<file path="src/rtl/crm_pkg.sv">
// crm_pkg: widths, reset values, register indexes and state codes for the
// capture speed meter. No dependencies; every other rtl file depends on it.
package crm_pkg;

    // field widths
    localparam int CAPTURE_BITS = 16;
    localparam int SPEED_BITS   = 24;
    localparam int NUM_BITS     = 24;
    localparam int THR_BITS     = 8;
    localparam int ADDR_BITS    = 1;
    localparam int DATA_BITS    = 24;
    localparam int COUNT_BITS   = $clog2(NUM_BITS + 1);

    // configuration register indexes
    localparam logic [ADDR_BITS-1:0] REG_RATE_NUMERATOR   = 1'd0;
    localparam logic [ADDR_BITS-1:0] REG_CHANGE_THRESHOLD = 1'd1;

    // configuration reset values
    localparam logic [NUM_BITS-1:0] NUM_RESET = 24'd1200000;
    localparam logic [THR_BITS-1:0] THR_RESET = 8'd5;

    // item kinds
    localparam logic FUNC_OVERFLOW = 1'b0;
    localparam logic FUNC_CAPTURE  = 1'b1;

    // sequencer states
    localparam logic [1:0] ST_IDLE = 2'd0;
    localparam logic [1:0] ST_DIV  = 2'd1;
    localparam logic [1:0] ST_DONE = 2'd2;

endpackage

</file>
<file path="src/rtl/crm_item_if.sv">
// crm_item_if: input request channel (timer overflow or capture event)
// depends on crm_pkg for field widths
interface crm_item_if;
    logic                                valid;
    logic                                ready;
    logic                                func;
    logic [crm_pkg::CAPTURE_BITS-1:0]    capture_time;

    modport source (output valid, output func, output capture_time, input ready);
    modport sink   (input valid, input func, input capture_time, output ready);
endinterface

</file>
<file path="src/rtl/crm_result_if.sv">
// crm_result_if: result request channel, one per accepted item
// depends on crm_pkg for field widths
interface crm_result_if;
    logic                              valid;
    logic                              ready;
    logic [crm_pkg::SPEED_BITS-1:0]    shown_speed;
    logic                              shown_updated;
    logic [crm_pkg::SPEED_BITS-1:0]    measured_speed;
    logic                              measure_valid;
    logic                              zero_period;

    modport source (output valid, output shown_speed, output shown_updated,
                    output measured_speed, output measure_valid,
                    output zero_period, input ready);
    modport sink   (input valid, input shown_speed, input shown_updated,
                    input measured_speed, input measure_valid,
                    input zero_period, output ready);
endinterface

</file>
<file path="src/rtl/crm_cfg_if.sv">
// crm_cfg_if: configuration write channel, register index plus data
// depends on crm_pkg for index and data widths
interface crm_cfg_if;
    logic                             valid;
    logic                             ready;
    logic [crm_pkg::ADDR_BITS-1:0]    addr;
    logic [crm_pkg::DATA_BITS-1:0]    data;

    modport source (output valid, output addr, output data, input ready);
    modport sink   (input valid, input addr, input data, output ready);
endinterface

</file>
<file path="src/rtl/crm_divider.sv">
// crm_divider: restoring bit-serial divider, one quotient bit per cycle
// depends on crm_pkg for dividend, divisor and counter widths
module crm_divider (
    input  logic                                clk,
    input  logic                                rst_n,
    input  logic                                start,
    input  logic [crm_pkg::NUM_BITS-1:0]        dividend,
    input  logic [crm_pkg::CAPTURE_BITS-1:0]    divisor,
    output logic                                done,
    output logic [crm_pkg::NUM_BITS-1:0]        quotient
);
    import crm_pkg::*;

    logic [CAPTURE_BITS-1:0] rem_reg;
    logic [CAPTURE_BITS-1:0] rem_next;
    logic [CAPTURE_BITS-1:0] div_reg;
    logic [NUM_BITS-1:0]     quo_reg;
    logic [COUNT_BITS-1:0]   cnt_reg;
    logic                    busy_reg;
    logic                    done_reg;
    logic [CAPTURE_BITS:0]   trial;
    logic                    fits;

    // shared subtract and compare step
    always_comb
    begin
        trial = {rem_reg, quo_reg[NUM_BITS-1]};
        fits  = (trial >= {1'b0, div_reg});
        if (fits)
        begin
            rem_next = CAPTURE_BITS'(trial - {1'b0, div_reg});
        end
        else
        begin
            rem_next = trial[CAPTURE_BITS-1:0];
        end
    end

    // control: bit counter and done pulse
    always_ff @(posedge clk or negedge rst_n)
    begin
        if (!rst_n)
        begin
            busy_reg <= 1'b0;
            done_reg <= 1'b0;
            cnt_reg  <= '0;
        end
        else
        begin
            done_reg <= 1'b0;
            if (start)
            begin
                busy_reg <= 1'b1;
                cnt_reg  <= COUNT_BITS'(NUM_BITS);
            end
            else if (busy_reg)
            begin
                cnt_reg <= cnt_reg - 1'b1;
                if (cnt_reg == COUNT_BITS'(1))
                begin
                    busy_reg <= 1'b0;
                    done_reg <= 1'b1;
                end
            end
        end
    end

    // datapath: dividend shifts out as quotient bits shift in
    always_ff @(posedge clk)
    begin
        if (start)
        begin
            rem_reg <= '0;
            div_reg <= divisor;
            quo_reg <= dividend;
        end
        else if (busy_reg)
        begin
            rem_reg <= rem_next;
            quo_reg <= {quo_reg[NUM_BITS-2:0], fits};
        end
    end

    assign done     = done_reg;
    assign quotient = quo_reg;

endmodule

</file>
<file path="src/rtl/capture_rpm_meter.sv">
// capture_rpm_meter: top level of the capture speed meter
// depends on crm_pkg, crm_item_if, crm_result_if, crm_cfg_if, crm_divider
//
//  channel  | dir | payload                                        | accepted when
//  ---------+-----+------------------------------------------------+--------------
//  item     | in  | func, capture_time                             | valid & ready
//  result   | out | shown_speed, shown_updated, measured_speed,    | valid & ready
//           |     | measure_valid, zero_period                     |
//  cfg      | in  | addr (0 rate_numerator, 1 change_threshold),   | valid & ready
//           |     | data                                           |
//
// an overflow, a re-arming capture or a zero period goes from accept through the
// done state to the output register; a measuring capture first spends the 24 steps of
// the bit-serial divider in the divide state. one item is in the sequencer at a time.
// reset clears the pending flag, reference timestamp and shown value and
// loads the register defaults. cfg is always ready. a stalled result holds
// in its output register while the next item is taken; that item waits in
// the done state until the register frees.
module capture_rpm_meter (
    input  logic              clk,
    input  logic              rst_n,
    crm_item_if.sink          item,
    crm_result_if.source      result,
    crm_cfg_if.sink           cfg
);
    import crm_pkg::*;

    logic [1:0]              state_reg;
    logic                    pending_reg;
    logic [CAPTURE_BITS-1:0] last_reg;
    logic [SPEED_BITS-1:0]   shown_reg;
    logic [NUM_BITS-1:0]     num_reg;
    logic [THR_BITS-1:0]     thr_reg;

    logic                    res_upd_reg;
    logic [SPEED_BITS-1:0]   res_meas_reg;
    logic                    res_mv_reg;
    logic                    res_zero_reg;

    logic                    out_valid_reg;
    logic [SPEED_BITS-1:0]   out_shown_reg;
    logic                    out_upd_reg;
    logic [SPEED_BITS-1:0]   out_meas_reg;
    logic                    out_mv_reg;
    logic                    out_zero_reg;

    logic                    accept;
    logic [CAPTURE_BITS-1:0] period;
    logic                    div_start;
    logic                    div_done;
    logic [NUM_BITS-1:0]     div_quotient;
    logic [SPEED_BITS-1:0]   diff;
    logic                    out_free;
    logic                    out_load;

    // handshakes
    assign item.ready = (state_reg == ST_IDLE);
    assign accept     = item.valid && item.ready;
    assign cfg.ready  = 1'b1;
    assign out_free   = !out_valid_reg || result.ready;
    assign out_load   = (state_reg == ST_DONE) && out_free;

    // capture period with timer wrap
    assign period    = item.capture_time - last_reg;
    assign div_start = accept && (item.func == FUNC_CAPTURE) && !pending_reg
                       && (period != '0);

    crm_divider u_div (
        .clk      (clk),
        .rst_n    (rst_n),
        .start    (div_start),
        .dividend (num_reg),
        .divisor  (period),
        .done     (div_done),
        .quotient (div_quotient)
    );

    // distance between new quotient and shown value
    always_comb
    begin
        if (div_quotient >= shown_reg)
        begin
            diff = div_quotient - shown_reg;
        end
        else
        begin
            diff = shown_reg - div_quotient;
        end
    end

    // configuration registers
    always_ff @(posedge clk or negedge rst_n)
    begin
        if (!rst_n)
        begin
            num_reg <= NUM_RESET;
            thr_reg <= THR_RESET;
        end
        else if (cfg.valid)
        begin
            unique case (cfg.addr)
                REG_RATE_NUMERATOR:   num_reg <= cfg.data[NUM_BITS-1:0];
                REG_CHANGE_THRESHOLD: thr_reg <= cfg.data[THR_BITS-1:0];
                default:              ;
            endcase
        end
    end

    // sequencer and meter state
    always_ff @(posedge clk or negedge rst_n)
    begin
        if (!rst_n)
        begin
            state_reg     <= ST_IDLE;
            pending_reg   <= 1'b0;
            last_reg      <= '0;
            shown_reg     <= '0;
            res_upd_reg   <= 1'b0;
            res_meas_reg  <= '0;
            res_mv_reg    <= 1'b0;
            res_zero_reg  <= 1'b0;
            out_valid_reg <= 1'b0;
        end
        else
        begin
            if (out_load)
            begin
                out_valid_reg <= 1'b1;
            end
            else if (out_valid_reg && result.ready)
            begin
                out_valid_reg <= 1'b0;
            end
            unique case (state_reg)
                ST_IDLE:
                begin
                    if (accept)
                    begin
                        res_upd_reg  <= 1'b0;
                        res_meas_reg <= '0;
                        res_mv_reg   <= 1'b0;
                        if (item.func == FUNC_OVERFLOW)
                        begin
                            res_zero_reg <= 1'b0;
                            pending_reg  <= 1'b1;
                            state_reg    <= ST_DONE;
                        end
                        else if (pending_reg)
                        begin
                            res_zero_reg <= 1'b0;
                            last_reg     <= item.capture_time;
                            pending_reg  <= 1'b0;
                            state_reg    <= ST_DONE;
                        end
                        else
                        begin
                            last_reg     <= item.capture_time;
                            res_zero_reg <= (period == '0);
                            if (period == '0)
                            begin
                                state_reg <= ST_DONE;
                            end
                            else
                            begin
                                state_reg <= ST_DIV;
                            end
                        end
                    end
                end
                ST_DIV:
                begin
                    if (div_done)
                    begin
                        res_meas_reg <= div_quotient;
                        res_mv_reg   <= 1'b1;
                        if (diff >= SPEED_BITS'(thr_reg))
                        begin
                            shown_reg   <= div_quotient;
                            res_upd_reg <= 1'b1;
                        end
                        state_reg <= ST_DONE;
                    end
                end
                ST_DONE:
                begin
                    if (out_free)
                    begin
                        state_reg <= ST_IDLE;
                    end
                end
                default:
                begin
                    state_reg <= ST_IDLE;
                end
            endcase
        end
    end

    // output register payload
    always_ff @(posedge clk)
    begin
        if (out_load)
        begin
            out_shown_reg <= shown_reg;
            out_upd_reg   <= res_upd_reg;
            out_meas_reg  <= res_meas_reg;
            out_mv_reg    <= res_mv_reg;
            out_zero_reg  <= res_zero_reg;
        end
    end

    assign result.valid          = out_valid_reg;
    assign result.shown_speed    = out_shown_reg;
    assign result.shown_updated  = out_upd_reg;
    assign result.measured_speed = out_meas_reg;
    assign result.measure_valid  = out_mv_reg;
    assign result.zero_period    = out_zero_reg;

    // an update only follows a real measurement
    a_upd_needs_meas: assert property (@(posedge clk) disable iff (!rst_n)
        out_valid_reg && out_upd_reg |-> out_mv_reg)
        else $error("shown value updated without a measurement");

    // a zero period never comes with a quotient
    a_zero_no_meas: assert property (@(posedge clk) disable iff (!rst_n)
        out_valid_reg && out_zero_reg |-> !out_mv_reg && (out_meas_reg == '0))
        else $error("zero period reported with a quotient");

    // the divider only finishes while the sequencer waits for it
    a_div_done_in_div: assert property (@(posedge clk) disable iff (!rst_n)
        div_done |-> (state_reg == ST_DIV))
        else $error("divider finished outside the divide state");

    // the divider starts only from idle on an accepted capture
    a_div_start_idle: assert property (@(posedge clk) disable iff (!rst_n)
        div_start |=> (state_reg == ST_DIV))
        else $error("divider started without entering the divide state");

endmodule

</file>
<file path="src/flat_wrapper.sv">
// flat-port wrapper written by rule: the top's interface ports become plain ports
module capture_rpm_meter_flat import crm_pkg::*;
  (clk, rst_n, item_valid, item_func, item_capture_time, item_ready, result_valid, result_shown_speed, result_shown_updated, result_measured_speed, result_measure_valid, result_zero_period, result_ready, cfg_valid, cfg_addr, cfg_data, cfg_ready);
  crm_item_if item_i ();
  crm_result_if result_i ();
  crm_cfg_if cfg_i ();
  input  logic clk;
  input  logic rst_n;
  input wire logic [$bits(item_i.valid)-1:0] item_valid;
  input wire logic [$bits(item_i.func)-1:0] item_func;
  input wire logic [$bits(item_i.capture_time)-1:0] item_capture_time;
  output wire logic [$bits(item_i.ready)-1:0] item_ready;
  output wire logic [$bits(result_i.valid)-1:0] result_valid;
  output wire logic [$bits(result_i.shown_speed)-1:0] result_shown_speed;
  output wire logic [$bits(result_i.shown_updated)-1:0] result_shown_updated;
  output wire logic [$bits(result_i.measured_speed)-1:0] result_measured_speed;
  output wire logic [$bits(result_i.measure_valid)-1:0] result_measure_valid;
  output wire logic [$bits(result_i.zero_period)-1:0] result_zero_period;
  input wire logic [$bits(result_i.ready)-1:0] result_ready;
  input wire logic [$bits(cfg_i.valid)-1:0] cfg_valid;
  input wire logic [$bits(cfg_i.addr)-1:0] cfg_addr;
  input wire logic [$bits(cfg_i.data)-1:0] cfg_data;
  output wire logic [$bits(cfg_i.ready)-1:0] cfg_ready;
  assign item_i.valid = item_valid;
  assign item_i.func = item_func;
  assign item_i.capture_time = item_capture_time;
  assign item_ready = item_i.ready;
  assign result_valid = result_i.valid;
  assign result_shown_speed = result_i.shown_speed;
  assign result_shown_updated = result_i.shown_updated;
  assign result_measured_speed = result_i.measured_speed;
  assign result_measure_valid = result_i.measure_valid;
  assign result_zero_period = result_i.zero_period;
  assign result_i.ready = result_ready;
  assign cfg_i.valid = cfg_valid;
  assign cfg_i.addr = cfg_addr;
  assign cfg_i.data = cfg_data;
  assign cfg_ready = cfg_i.ready;
  capture_rpm_meter u_core (.clk(clk), .rst_n(rst_n), .item(item_i), .result(result_i), .cfg(cfg_i));
endmodule
</file>
<file path="config.mk">
export PLATFORM = sky130hd
export DESIGN_NAME = capture_rpm_meter_flat
export DESIGN_NICKNAME = d
export VERILOG_FILES = /design/src/rtl/crm_pkg.sv /design/src/rtl/crm_item_if.sv /design/src/rtl/crm_result_if.sv /design/src/rtl/crm_cfg_if.sv /design/src/rtl/crm_divider.sv /design/src/rtl/capture_rpm_meter.sv /design/src/flat_wrapper.sv
export SDC_FILE = /design/constraint.sdc
export NUM_CORES = 1
export LEC_CHECK = 0
export CAP_MARGIN = 20
export CORE_MARGIN = 5
export CORE_UTILIZATION = 47
export CTS_CLUSTER_SIZE = 14
export DETAILED_ROUTE_END_ITERATION = 8
export DONT_BUFFER_PORTS = 1
export GPL_TIMING_DRIVEN = 0
export HOLD_SLACK_MARGIN = 0.02
export PLACE_DENSITY = 0.65
export REMOVE_ABC_BUFFERS = 1
export SLEW_MARGIN = 20
export SYNTH_ARGS = -nofsm -noshare
export SYNTH_HDL_FRONTEND = slang
export SYNTH_SLANG_ARGS = --single-unit
</file>
<file path="constraint.sdc">
create_clock -name clk -period 10.2 [get_ports clk]
set_clock_uncertainty 0.15 [all_clocks]
set_input_delay 0.51 -clock clk [delete_from_list [all_inputs] [get_ports clk]]
set_output_delay 0.51 -clock clk [all_outputs]
set_load 0.02 [all_outputs]
</file>
==> load_flow_metrics.sql <==
INSERT INTO impl_metrics (metric_group, metric, value, unit) VALUES
('routing', 'drt-pass1-iter-count', '5', ''),
('routing', 'dr_total_vias', '8618', ''),
('global_routing', 'via_count_of_the_first_global_routing_pass', '8654', ''),
('floorplan', 'std_cell_rows', '59', ''),
('sta', 'period_share', '57.7', '%'),
('floorplan', 'die_area', '0.0297', 'mm^2'),
('pwr', 'switching_power_summed_over_all_nets', '2010', 'uW'),
('floorplan', 'floorplan.die.width', '172', 'um'),
('setup_path', 'r2r_cells', '22', ''),
('clocking', 'clock_latency_reported_for_the_late_side_of_the_worst_skew_pair', '530', 'ps'),
('pwr', 'largest_voltage_drop_on_the_vdd_net', '0.197', 'mV'),
('pwr', 'combinationalPowerShare', '50.1', '%'),
('clocking', 'h-tree-depth', '1', ''),
('sta', 'headroom_to_the_max_slew_limit', '35.6', '%'),
('setup_path', 'critical_path.cell_chain', 'inv_1 -> ha_1 -> inv_1 -> fa_1 -> nand4_1 -> a41oi_1 -> a21oi_1 -> o21ai_1 -> o21ai_2 -> or4_1 -> o21ai_0 -> xnor2_1 -> ha_1 -> a2111oi_0 -> o21ai_0 -> o21ai_0 -> o2111a_1 -> o2111ai_1 -> nor4_2 -> a21oi_4 -> buf_8 -> mux2i_1', ''),
('routing', 'detail_route.iter0.violations', '605', ''),
('setup_path', 'timing.critical_path.mode_cell', 'sky130_fd_sc_hd__o21ai_0', ''),
('sta', 'max_freq', '170', 'MHz'),
('routing', 'vias_per_cell', '5.56', ''),
('global_routing', 'gr-usage-met3', '3.57', '%'),
('yosys', 'postSynth.asyncResetShare', '50.7', '%'),
('yosys', 'post_synth_edffs', '91', ''),
('global_routing', 'grt_start_max_net_pins', '111', ''),
('setup_path', 'timing.critical_path.to_type', 'flop', ''),
('setup_path', 'critical_path_class', 'flop to flop', ''),
('finish', 'drive_above_1_share', '12.5', '%'),
('run_status', 'outcome', 'completed', ''),
('clocking', 'postCtsSetupBuffers', '0', ''),
('floorplan', 'initial_utilization', '47.7', '%'),
('clocking', 'clock_sink_count', '217', ''),
('setup_path', 'worstPathRequired', '10480', 'ps'),
('setup_path', 'crit_path_max_fanout', '18', ''),
('pwr', 'internal_power', '2860', 'uW'),
('floorplan', 'top_level_ports', '101', ''),
('routing', 'remaining_number_of_nets_flagged_by_the_antenna_check_after_routing', '0', ''),
('global_routing', 'initial_antenna_violation_count', '0', ''),
('setup_path', 'cp_num_cells', '22', ''),
('global_routing', 'global_route.usage.met1', '27.3', '%'),
('clocking', 'clockBufferDepth', '3', ''),
('sta', 'setup_tns', '0', 'ps'),
('yosys', 'postSynthRegisterBits', '217', ''),
('worst_hold_path', 'min_path_type', 'input port to flop', ''),
('finish', 'n_antenna_cell', '0', ''),
('global_routing', 'grt_use_met2', '29.0', '%'),
('routing', 'post_drt_wl_per_cell', '17.7', 'um'),
('floorplan', 'floorplan.die.height', '172', 'um'),
('clocking', 'cts.reportedPaths.clkPinSlew', '60', 'ps'),
('global_routing', 'gr-total-overflow', '0', ''),
('finish', 'finalInstanceArea', '0.0141', 'mm^2'),
('sta', 'report.final.slew_viol_count', '0', ''),
('sta', 'grt_setup_unrepaired', 'no', ''),
('finish', 'most-common-layout-cells', 'sky130_fd_sc_hd__inv_1 (101), sky130_fd_sc_hd__nand2_1 (99), sky130_fd_sc_hd__dfrtp_1 (99)', ''),
('yosys', 'ys_seq_area_share', '47.0', '%'),
('setup_path', 'slowest_stage', 'sky130_fd_sc_hd__o21ai_2', ''),
('finish', 'final_net_count', '1335', ''),
('yosys', 'yosysUniqueCellTypes', '84', ''),
('pwr', 'power.share.clock', '19.7', '%'),
('pwr', 'seq_power_share', '30.3', '%'),
('yosys', 'synth_warnings', '0', ''),
('finish', 'final_common_cell', 'sky130_fd_sc_hd__inv_1', ''),
('setup_path', 'crit_path_max_incr_delay', '750', 'ps'),
('global_routing', 'grt_first_pass_wirelength', '45300', 'um'),
('sta', 'setup_viol', '0', ''),
('yosys', 'synthesized_area_per_cell', '10.6', 'um^2'),
('sta', 'final.hold.worst_slack', '78.8', 'ps'),
('placed_design', 'dpl-instance-area', '0.0127', 'mm^2'),
('flow_run', 'max-cap-violations', '0', ''),
('global_routing', 'globalRouteTotalUtil', '18.7', '%'),
('floorplan', 'coreArea', '0.0260', 'mm^2'),
('yosys', 'gate_count_after_technology_mapping', '1163', ''),
('setup_path', 'crit_path_start_kind', 'flop', '');
## power groups by stage
stage,registers (uW),clock network (uW),logic [uW]
after floorplan,1430,0,1880
after global placement,1490,0,2330
after detailed placement,1490,0,2390
after CTS,1470,985,2430
after global routing,1510,1020,2750
final,1470,956,2440
## timing repair
action / in CTS / in global routing
hold buffers: 44 / 0
hold endpoints to repair: 160 / 0
gates resized for setup: 0 / 0
## synthesized netlist by cell type (11+ instances only)
library cell | number | area, um^2
sky130_fd_sc_hd__xnor2_1 | 28 | 245
sky130_fd_sc_hd__mux2i_1 | 36 | 360
sky130_fd_sc_hd__dfxtp_1 | 16 | 320
sky130_fd_sc_hd__a211oi_1 | 27 | 203
sky130_fd_sc_hd__a21o_1 | 25 | 188
sky130_fd_sc_hd__nor2_1 | 63 | 236
sky130_fd_sc_hd__mux2_2 | 35 | 394
sky130_fd_sc_hd__edfxtp_1 | 91 | 2730
sky130_fd_sc_hd__xor2_1 | 16 | 140
sky130_fd_sc_hd__o21a_1 | 11 | 82.6
sky130_fd_sc_hd__a21oi_1 | 58 | 290
sky130_fd_sc_hd__nand2b_1 | 17 | 106
sky130_fd_sc_hd__mux2_4 | 23 | 345
sky130_fd_sc_hd__inv_1 | 101 | 379
sky130_fd_sc_hd__nor3_1 | 16 | 80.1
sky130_fd_sc_hd__nand2_1 | 99 | 372
sky130_fd_sc_hd__nand3_1 | 14 | 70.1
sky130_fd_sc_hd__nor2b_1 | 12 | 75.1
sky130_fd_sc_hd__o21ai_0 | 76 | 380
sky130_fd_sc_hd__clkbuf_1 | 27 | 101
sky130_fd_sc_hd__ha_1 | 88 | 1100
sky130_fd_sc_hd__dfrtp_1 | 100 | 2500
## layer usage
| layer | vias up | wire length, um |
|---|---|---|
| met2 | 170 | 12100 |
| li1 | 4228 | - |
| met4 | 0 | 689 |
| met1 | 4179 | 13300 |
| met3 | 41 | 1370 |
| met5 | - | 0 |
## per-stage QoR
stage | std cells | total power [uW] | setup WS (ps)
after floorplan | 1115 | 3310 | 5230
after global placement | 1450 | 3820 | 4190
after detailed placement | 1459 | 3880 | 4340
after CTS | 1551 | 4890 | 4310
after global routing | 1551 | 5280 | 3830
final | 1551 | 4860 | 4310
## layout make-up
class                           instances  area, um^2
Multi-Input combinational cell        797        5950
Clock buffer                           36         751
Timing Repair Buffer                   53         626
Fill cell                            2293       11900
Tap cell                              335         419
Inverter                              101         379
Sequential cell                       217        5820
Clock inverter                         12         156
## logic make-up after synthesis
family,synth area share (%)
buf+inv,5.10
xor+xnor,3.11
fa+ha+maj,9.54
other cells,0.0303
mux,8.88
simple gates,11.5
flops,47.0
compound gates,14.8
## final timing paths
kind	from	slack (ps)	endpoint
setup / recovery	u_core.u_div.quotient[0]$_DFFE_PP_	4310	u_core.shown_reg[15]$_DFFE_PN0P_
hold / removal	result_ready	80	u_core.result.valid$_DFFE_PN0P_
setup reg to reg	u_core.u_div.quotient[0]$_DFFE_PP_	4310	u_core.shown_reg[15]$_DFFE_PN0P_
hold reg to reg	u_core.shown_reg[23]$_DFFE_PN0P_	290	u_core.result.shown_speed[23]$_DFFE_PP_
max in group asynchronous	rst_n	8980	u_core.res_meas_reg[7]$_DFFE_PN0P_
min in group asynchronous	rst_n	430	u_core.last_reg[0]$_DFFE_PN0P_
No activity file was read; power rests on OpenSTA's default activity.
